===== src/hdl/cdsf_pkg.sv =====
`timescale 1ns / 1ps
`default_nettype none

package cdsf_pkg;

    // Fixed field widths of the item and result words.
    localparam int CH_BITS      = 4;
    localparam int SAMPLE_BITS  = 16;
    localparam int VALUE_BITS   = 24;
    localparam int MODE_BITS    = 2;
    localparam int ORDER_BITS   = 4;
    // Clamped order runs up to 15, the largest value of the four-bit order register.
    localparam int ORD_BITS     = 5;
    // Wide enough to compare a channel index against any supported channel count.
    localparam int CH_CMP_BITS  = 9;
    localparam int CFG_IDX_BITS = 1;
    localparam int CFG_DATA_BITS = 4;

    // Operating modes.
    localparam logic [MODE_BITS-1:0] MODE_DIFF = 2'd0;
    localparam logic [MODE_BITS-1:0] MODE_SUM  = 2'd1;
    localparam logic [MODE_BITS-1:0] MODE_ZERO = 2'd2;

    // Configuration register indexes.
    localparam logic [CFG_IDX_BITS-1:0] REG_MODE  = 1'd0;
    localparam logic [CFG_IDX_BITS-1:0] REG_ORDER = 1'd1;

    // Item commands.
    localparam logic CMD_SAMPLE  = 1'b0;
    localparam logic CMD_RESTART = 1'b1;

    typedef struct packed {
        logic                          command;
        logic [CH_BITS-1:0]            channel;
        logic signed [SAMPLE_BITS-1:0] sample;
    } item_t;

    typedef struct packed {
        logic [CH_BITS-1:0]           out_channel;
        logic signed [VALUE_BITS-1:0] value;
        logic                         settled;
    } result_t;

    // Word handed from cell to cell along the cascade.
    typedef struct packed {
        logic                         vld;
        logic [CH_BITS-1:0]           ch;
        logic                         hist;
        logic                         settled;
        logic signed [VALUE_BITS-1:0] now;
        logic signed [VALUE_BITS-1:0] res;
    } tok_t;

    // One stage operation: difference, pair sum or zero.
    function automatic logic signed [VALUE_BITS-1:0] combine(
        input logic [MODE_BITS-1:0]    mode,
        input logic signed [VALUE_BITS-1:0] a,
        input logic signed [VALUE_BITS-1:0] b
    );
        logic signed [VALUE_BITS-1:0] r;
        case (mode)
            MODE_DIFF: r = a - b;
            MODE_SUM:  r = a + b;
            MODE_ZERO: r = '0;
            default:   r = '0;
        endcase
        return r;
    endfunction

endpackage

`default_nettype wire


===== src/hdl/cdsf_warm.sv =====
`timescale 1ns / 1ps
`default_nettype none

module cdsf_warm #(
    parameter int CHANNELS = 16
) (
    input  wire logic                           clk,
    input  wire logic                           rst_n,
    input  wire logic                           adv,
    input  wire logic                           item_valid,
    input  wire cdsf_pkg::item_t                item,
    input  wire logic [cdsf_pkg::ORD_BITS-1:0]  ord,
    output cdsf_pkg::tok_t                      tok
);

    localparam int CH_AW = (CHANNELS > 1) ? $clog2(CHANNELS) : 1;

    logic                              vld_reg;
    cdsf_pkg::item_t                   item_reg;
    logic [cdsf_pkg::ORDER_BITS-1:0]   warm_mem [CHANNELS];
    logic [cdsf_pkg::ORDER_BITS-1:0]   warm_rd_reg;
    logic [CHANNELS-1:0]               settled_reg;
    logic [CHANNELS-1:0]               wvld_reg;
    logic [CHANNELS-1:0]               hist_reg;

    logic [CH_AW-1:0]                  rd_addr;
    logic [CH_AW-1:0]                  addr;
    logic                              is_restart;
    logic                              ch_ok;
    logic                              sample_ok;
    logic                              was_settled;
    logic [cdsf_pkg::ORDER_BITS-1:0]   wc;
    logic                              wc_done;
    logic                              wr_en;
    logic [cdsf_pkg::ORDER_BITS-1:0]   wr_data;

    assign rd_addr    = CH_AW'(item.channel);
    assign addr       = CH_AW'(item_reg.channel);
    assign is_restart = (item_reg.command == cdsf_pkg::CMD_RESTART);
    assign ch_ok      = cdsf_pkg::CH_CMP_BITS'(item_reg.channel)
                        < cdsf_pkg::CH_CMP_BITS'(CHANNELS);
    assign sample_ok  = vld_reg && !is_restart && ch_ok;

    // Warm-up bookkeeping for the channel of the word in this stage.
    always_comb
    begin
        was_settled = settled_reg[addr];
        wc          = wvld_reg[addr] ? warm_rd_reg : '0;
        wc_done     = cdsf_pkg::ORD_BITS'(wc) >= ord;
        wr_en       = adv && sample_ok && !was_settled && !wc_done;
        wr_data     = wc + cdsf_pkg::ORDER_BITS'(1);
    end

    // Stage register for the accepted word.
    always_ff @(posedge clk or negedge rst_n)
    begin
        if (!rst_n)
        begin
            vld_reg <= 1'b0;
        end
        else if (adv)
        begin
            vld_reg <= item_valid;
        end
    end

    always_ff @(posedge clk)
    begin
        if (adv)
        begin
            item_reg <= item;
        end
    end

    // Warm-up counters, read with the next word's channel and written first.
    always_ff @(posedge clk)
    begin
        if (wr_en)
        begin
            warm_mem[addr] <= wr_data;
        end
        if (adv)
        begin
            if (wr_en && (rd_addr == addr))
            begin
                warm_rd_reg <= wr_data;
            end
            else
            begin
                warm_rd_reg <= warm_mem[rd_addr];
            end
        end
    end

    // Per-channel flags; a restart clears warm-up for all channels at once.
    always_ff @(posedge clk or negedge rst_n)
    begin
        if (!rst_n)
        begin
            settled_reg <= '0;
            wvld_reg    <= '0;
            hist_reg    <= '0;
        end
        else if (adv && vld_reg && is_restart)
        begin
            settled_reg <= '0;
            wvld_reg    <= '0;
        end
        else if (adv && sample_ok)
        begin
            hist_reg[addr] <= 1'b1;
            if (!was_settled)
            begin
                if (wc_done)
                begin
                    settled_reg[addr] <= 1'b1;
                end
                else
                begin
                    wvld_reg[addr] <= 1'b1;
                end
            end
        end
    end

    // The sample enters the cascade as stage zero.
    always_comb
    begin
        tok.vld     = sample_ok;
        tok.ch      = item_reg.channel;
        tok.hist    = hist_reg[addr];
        tok.settled = was_settled;
        tok.now     = cdsf_pkg::VALUE_BITS'($signed(item_reg.sample));
        tok.res     = '0;
    end

endmodule

`default_nettype wire


===== src/hdl/cdsf_cell.sv =====
`timescale 1ns / 1ps
`default_nettype none

module cdsf_cell #(
    parameter int CHANNELS = 16,
    parameter int IDX      = 0
) (
    input  wire logic                            clk,
    input  wire logic                            rst_n,
    input  wire logic                            adv,
    input  wire logic [cdsf_pkg::MODE_BITS-1:0]  mode,
    input  wire logic [cdsf_pkg::ORD_BITS-1:0]   ord,
    input  wire cdsf_pkg::tok_t                  tok_in,
    output cdsf_pkg::tok_t                       tok_out
);

    localparam int CH_AW = (CHANNELS > 1) ? $clog2(CHANNELS) : 1;

    logic                                   vld_reg;
    cdsf_pkg::tok_t                         tok_reg;
    logic signed [cdsf_pkg::VALUE_BITS-1:0] prev_mem [CHANNELS];
    logic signed [cdsf_pkg::VALUE_BITS-1:0] prev_rd_reg;

    logic [CH_AW-1:0]                       rd_addr;
    logic [CH_AW-1:0]                       wr_addr;
    logic                                   wr_en;
    logic signed [cdsf_pkg::VALUE_BITS-1:0] prev;
    logic signed [cdsf_pkg::VALUE_BITS-1:0] comb_val;

    assign rd_addr = CH_AW'(tok_in.ch);
    assign wr_addr = CH_AW'(tok_reg.ch);
    assign wr_en   = adv && vld_reg;

    // Stage register holding the word now at this cell.
    always_ff @(posedge clk or negedge rst_n)
    begin
        if (!rst_n)
        begin
            vld_reg <= 1'b0;
        end
        else if (adv)
        begin
            vld_reg <= tok_in.vld;
        end
    end

    always_ff @(posedge clk)
    begin
        if (adv)
        begin
            tok_reg <= tok_in;
        end
    end

    // This stage's previous value per channel, written first on a collision.
    always_ff @(posedge clk)
    begin
        if (wr_en)
        begin
            prev_mem[wr_addr] <= tok_reg.now;
        end
        if (adv)
        begin
            if (wr_en && (rd_addr == wr_addr))
            begin
                prev_rd_reg <= tok_reg.now;
            end
            else
            begin
                prev_rd_reg <= prev_mem[rd_addr];
            end
        end
    end

    // A channel never seen before reads its previous value as zero.
    always_comb
    begin
        prev     = tok_reg.hist ? prev_rd_reg : '0;
        comb_val = cdsf_pkg::combine(mode, tok_reg.now, prev);
    end

    // Hand the next stage value on; the last active stage captures the result.
    always_comb
    begin
        tok_out     = tok_reg;
        tok_out.vld = vld_reg;
        tok_out.now = comb_val;
        if (ord == cdsf_pkg::ORD_BITS'(IDX + 1))
        begin
            tok_out.res = comb_val;
        end
    end

endmodule

`default_nettype wire


===== src/hdl/cascaded_difference_sum_filter.sv =====
`timescale 1ns / 1ps
`default_nettype none

// Multichannel cascaded difference / pair-sum filter. Each sample word runs
// through a warm-up stage and then a chain of MAX_ORDER identical cells, one
// per cascade stage; each cell keeps that stage's previous value for every
// channel in a small memory and hands the next stage value to its neighbor.
// A word passes the warm-up stage, each cell's register and then the result
// register, and the chain takes a new word every cycle while the result side
// is ready, so the rate is one word per cycle, set by the per-cell memory
// read-modify-write. A restart word clears warm-up for all channels and gives
// no result; words for channels at or above CHANNELS give none either. Stored
// stage values start at zero through per-channel flags, so no clearing pass
// follows reset. Write mode and order only while the block is idle.
module cascaded_difference_sum_filter #(
    parameter int CHANNELS  = 16,
    parameter int MAX_ORDER = 8
) (
    input  wire logic                                 clk,
    input  wire logic                                 rst_n,
    input  wire logic                                 item_valid,
    output logic                                      item_ready,
    input  wire cdsf_pkg::item_t                      item,
    output logic                                      result_valid,
    input  wire logic                                 result_ready,
    output cdsf_pkg::result_t                         result,
    input  wire logic                                 cfg_we,
    input  wire logic [cdsf_pkg::CFG_IDX_BITS-1:0]    cfg_index,
    input  wire logic [cdsf_pkg::CFG_DATA_BITS-1:0]   cfg_data
);

    logic [cdsf_pkg::MODE_BITS-1:0]  mode_reg;
    logic [cdsf_pkg::ORDER_BITS-1:0] order_reg;
    logic [cdsf_pkg::ORD_BITS-1:0]   ord;
    logic                            adv;
    logic                            result_valid_reg;
    cdsf_pkg::result_t               result_reg;
    cdsf_pkg::tok_t                  tok_chain [MAX_ORDER + 1];

    // Configuration registers.
    always_ff @(posedge clk or negedge rst_n)
    begin
        if (!rst_n)
        begin
            mode_reg  <= cdsf_pkg::MODE_DIFF;
            order_reg <= cdsf_pkg::ORDER_BITS'(1);
        end
        else if (cfg_we)
        begin
            case (cfg_index)
                cdsf_pkg::REG_MODE:  mode_reg  <= cfg_data[cdsf_pkg::MODE_BITS-1:0];
                cdsf_pkg::REG_ORDER: order_reg <= cfg_data[cdsf_pkg::ORDER_BITS-1:0];
                default:             ;
            endcase
        end
    end

    // Order clamped to the supported cascade depth.
    always_comb
    begin
        if (order_reg == '0)
        begin
            ord = cdsf_pkg::ORD_BITS'(1);
        end
        else if (cdsf_pkg::ORD_BITS'(order_reg) > cdsf_pkg::ORD_BITS'(MAX_ORDER))
        begin
            ord = cdsf_pkg::ORD_BITS'(MAX_ORDER);
        end
        else
        begin
            ord = cdsf_pkg::ORD_BITS'(order_reg);
        end
    end

    // The whole chain moves whenever the result register can take a word.
    assign adv        = !result_valid_reg || result_ready;
    assign item_ready = adv;

    cdsf_warm #(
        .CHANNELS (CHANNELS)
    ) u_warm (
        .clk        (clk),
        .rst_n      (rst_n),
        .adv        (adv),
        .item_valid (item_valid),
        .item       (item),
        .ord        (ord),
        .tok        (tok_chain[0])
    );

    for (genvar j = 0; j < MAX_ORDER; j++)
    begin : g_cell
        cdsf_cell #(
            .CHANNELS (CHANNELS),
            .IDX      (j)
        ) u_cell (
            .clk     (clk),
            .rst_n   (rst_n),
            .adv     (adv),
            .mode    (mode_reg),
            .ord     (ord),
            .tok_in  (tok_chain[j]),
            .tok_out (tok_chain[j + 1])
        );
    end

    // Result register; warm-up words report zero.
    always_ff @(posedge clk or negedge rst_n)
    begin
        if (!rst_n)
        begin
            result_valid_reg <= 1'b0;
        end
        else if (adv)
        begin
            result_valid_reg <= tok_chain[MAX_ORDER].vld;
        end
    end

    always_ff @(posedge clk)
    begin
        if (adv)
        begin
            result_reg.out_channel <= tok_chain[MAX_ORDER].ch;
            result_reg.value       <= tok_chain[MAX_ORDER].settled
                                      ? tok_chain[MAX_ORDER].res : '0;
            result_reg.settled     <= tok_chain[MAX_ORDER].settled;
        end
    end

    assign result_valid = result_valid_reg;
    assign result       = result_reg;

endmodule

`default_nettype wire

===== config.mk =====
export PLATFORM = sky130hd
export DESIGN_NAME = cascaded_difference_sum_filter
export DESIGN_NICKNAME = d
export VERILOG_FILES = /design/src/hdl/cdsf_pkg.sv /design/src/hdl/cdsf_warm.sv /design/src/hdl/cdsf_cell.sv /design/src/hdl/cascaded_difference_sum_filter.sv
export SDC_FILE = /design/constraint.sdc
export NUM_CORES = 2
export LEC_CHECK = 0
export ABC_CLOCK_PERIOD_IN_PS = 22100
export BUFFER_PORTS_ARGS = -buffer_cell sky130_fd_sc_hd__buf_2
export CELL_PAD_IN_SITES_DETAIL_PLACEMENT = 0
export CELL_PAD_IN_SITES_GLOBAL_PLACEMENT = 1
export CORE_MARGIN = 8
export CORE_UTILIZATION = 50
export CTS_CLUSTER_SIZE = 8
export DETAILED_ROUTE_END_ITERATION = 8
export GPL_ROUTABILITY_DRIVEN = 0
export GPL_TIMING_DRIVEN = 0
export PLACE_DENSITY = 0.8
export SLEW_MARGIN = 5
export SYNTH_ARGS = -nofsm -noshare
export SYNTH_HDL_FRONTEND = slang
export SYNTH_SLANG_ARGS = --single-unit

===== constraint.sdc =====
create_clock -name clk -period 22.1 [get_ports clk]
set_input_delay 2.21 -clock clk [delete_from_list [all_inputs] [get_ports clk]]
set_output_delay 2.21 -clock clk [all_outputs]
set_load 0.05 [all_outputs]

==> results.md <==
- Via count: between 80000 and 90000
- Worst skew pair latency: just over 1 ns
- Syn nets: about 8700
- Row cnt: between 200 and 250
- Register area share after synthesis: 71.2%
- Maxcap violations: 0
- Measured slew at the worst slew-check pin: ~1.4 ns
- Hold path depth: 0
- DRC violations left: 0
- Vias/cell: 6.44
- Kind of critical path: reg -> reg
- Global-route wire length before repair: just over 600000 um
- Min cycle time layout: between 8 and 9 ns
- CP max FO: 11
- Fin area: roughly 0.18 mm2
- P&R area growth vs syn: 15.9%
- Yosys cell types: 80
- Ys async rst share: 1.73%
- Final Setup Violations: 0
- CTS resizes: 0
- DP HPWL: about 280000 um
- Post-CTS Hold Buffers: 0
- I/O pin total: 62
- Die Area: 0.330 mm2
- Hold_ws: ~0.41 ns
- DP Area: 0.166 mm2
- Drt wl/cell: between 30 and 40 um
- Storage element area: about 0.11 mm2
- Fillers: roughly 22000
- Fmax: between 0.1 and 0.15 GHz
- Clock sink count: 3710
- Worst endpoint required time: about 23 ns
- DRT Pass-1 Iters: 8
- Power Density: around 150 mW/mm2
- Power Total: 27.9 mW
- Max VDD drop: 0.0000971 V
- Die Height: 575 um
- Area of the multi-input gates: about 0.044 mm2
- RSZ-0062 raised after global routing: no
- Max reg flops: a little under 3000
- Final ANT Viol Nets: 0
- Crit end category: flop
- Mapped cell area: between 0.15 and 0.2 mm2
- Total GRT Usage: about a quarter
- Initial antenna violation count: 19
- Total grt overflow: 0
- Die Width: between 500 and 600 um
- Clk slew on worst S/H paths: 0.05 ns
- Reg2Reg Setup Slack: around 13 ns
- Dominant synthesized flop cell: edfxtp_1
- Status: finished, final reports clean
- Worst hold path type: reg -> reg
- Core area: between 0.3 and 0.4 mm2
- Hold Crit Start: g_cell[4].u_cell.tok_out[48]
- Root Driver: clkbuf_16
- IO buf count: 61
- Routed WL: roughly 430000 um
- Worst Reg2Reg Path Length in Cells: 18
- Relative slew slack: between 8 and 9%
- CP endpoint: g_cell[4].u_cell.tok_reg[22]
- Fin nets: about 9500
- Max-slew violation count: 0
- Initial Utilization: 50.1%
- Number of enable flip-flop cells after synthesis: 3646
- Static leakage: 60.0 nW
- Layout cell share with drive strength beyond 1: about a quarter
- FF+latch count, synth: roughly 3700
- CP startpoint: mode_reg[1]
- H-tree levels: 6
- Number of post-CTS setup repair buffers: 0
- Final Skew: around 0.072 ns
- Avg Synthesized Cell Area: 18.5 um2
- CTS Buffer Depth: 4
- Reg-to-Reg End: g_cell[4].u_cell.tok_reg[22]
- Hold Fails Final Rpt: 0
- Largest net degree at the start of global routing: 122
- CTS tree: yes
- Critical path data arrival time: between 9 and 10 ns
- Number of global-route vias before repair: slightly below 90000
- Final period utilization: 39.4%
- TritonCTS Buffers: between 500 and 600
- Reg-to-reg critical path startpoint: mode_reg[1]
- Initial drt markers: approximately 11000
- Final design utilization: between 50% and 60%
- Startpoint types: flop
- Warnings, synthesis: 0
- Post-Syn Instances: ~8400
[cell type report]
| type | count | area share (%) |
|---|---|---|
| diodes | 16 | 0.0221 |
| plain buffers | 415 | 0.910 |
| clock buffers | 608 | 7.60 |
| clock inverters | 60 | 0.809 |
| inverters | 76 | 0.158 |
| multi-input cells | 4220 | 24.2 |
| flip-flops and latches | 3710 | 61.4 |
| well taps | 4140 | 2.86 |
| repair buffers | 246 | 1.97 |
[Yosys cell counts, types with 76 or more instances]
master | count | area share (%)
clkbuf_1 | 309 | 0.74
a21o_1 | 91 | 0.44
ha_1 | 225 | 1.8
o31ai_1 | 97 | 0.47
o21ai_0 | 215 | 0.69
xor2_1 | 129 | 0.72
inv_1 | 76 | 0.18
buf_1 | 90 | 0.22
nand2_1 | 404 | 0.97
mux4_2 | 955 | 14
a21oi_1 | 221 | 0.71
nor3_1 | 127 | 0.41
edfxtp_1 | 3646 | 70
nor2_1 | 601 | 1.4
mux2_2 | 248 | 1.8
xnor2_1 | 165 | 0.93
[per-layer routing]
layer / vias to the layer above / global-route usage, % / routed length (um)
li1: 35600 / - / -
met1: 45000 / 32.9 / 159000
met2: 5221 / 42.4 / 211000
met3: 1011 / 5.12 / 39800
met4: 2 / 11.2 / 20700
met5: - / 0 / 11
[placed cells by master (no fill, tap or decap), types with 95 or more instances in the layout]
master and n:
ha_1 225, xor2_1 129, xnor2_1 165, o31ai_1 97, clkbuf_16 538, o21ai_0 215, edfxtp_1 3646, mux4_2 955
nor3_1 95, mux2_2 248, clkbuf_1 361, a21oi_1 221, nor2_1 505, nand2_1 404
[where the power goes]
part           switching (mW)  internal (mW)
registers                1.44           9.75
logic                    5.65           3.65
clock network            3.02           4.43
total                    10.1           17.8
[stage by stage]
step / TNS, ns / setup slack (ns) / cells
6_report: 0 / 13.39 / 13500
5_1_grt: 0 / 13.46 / 13500
2_1_floorplan: 0 / 7.01 / 8421
4_1_cts: 0 / 13.84 / 13500
3_3_place_gp: -351.12 / -1.80 / 12600
3_5_place_dp: 0 / 13.84 / 12800
[kinds of logic after synthesis]
kind of cell,after synthesis,synth area share [%]
muxes,1211,15.6
adders and majority gates,233,1.91
AOI/OAI and AO/OA,959,4.01
DFF,3710,71.2
and+or+nand+nor,1523,4.38
buffers and inverters,491,1.21
xor gates and xnor gates,294,1.65
[critical path, stage by stage, from the launching register on]
cell and delay (ns):
dfrtp_1 0.32, clkbuf_1 0.48, inv_1 0.41, nand2_1 0.97
clkbuf_2 0.89, clkbuf_1 1.02, clkbuf_2 0.89, nand2_1 0.10
o21ai_0 0.27, inv_1 0.13, fa_1 0.40, nor2b_1 0.16
o21ai_0 0.11, a21boi_0 0.52, o21ai_0 0.36, a31oi_1 0.48
a31oi_1 0.17, xor2_1 0.22, o31ai_1 0.50
[worst min path at each step]
stage | end | slack (ns)
6_report | g_cell[5].u_cell.tok_out[48] | 0.41
3_3_place_gp | g_cell[3].u_cell.tok_out[48] | 0.40
5_1_grt | g_cell[5].u_cell.tok_out[48] | 0.42
3_5_place_dp | g_cell[5].u_cell.tok_out[48] | 0.40
4_1_cts | g_cell[0].u_cell.tok_reg[36] | 0.41
2_1_floorplan | g_cell[0].u_cell.tok_reg[24] | 0.40
(Power assumes the default switching activity.)
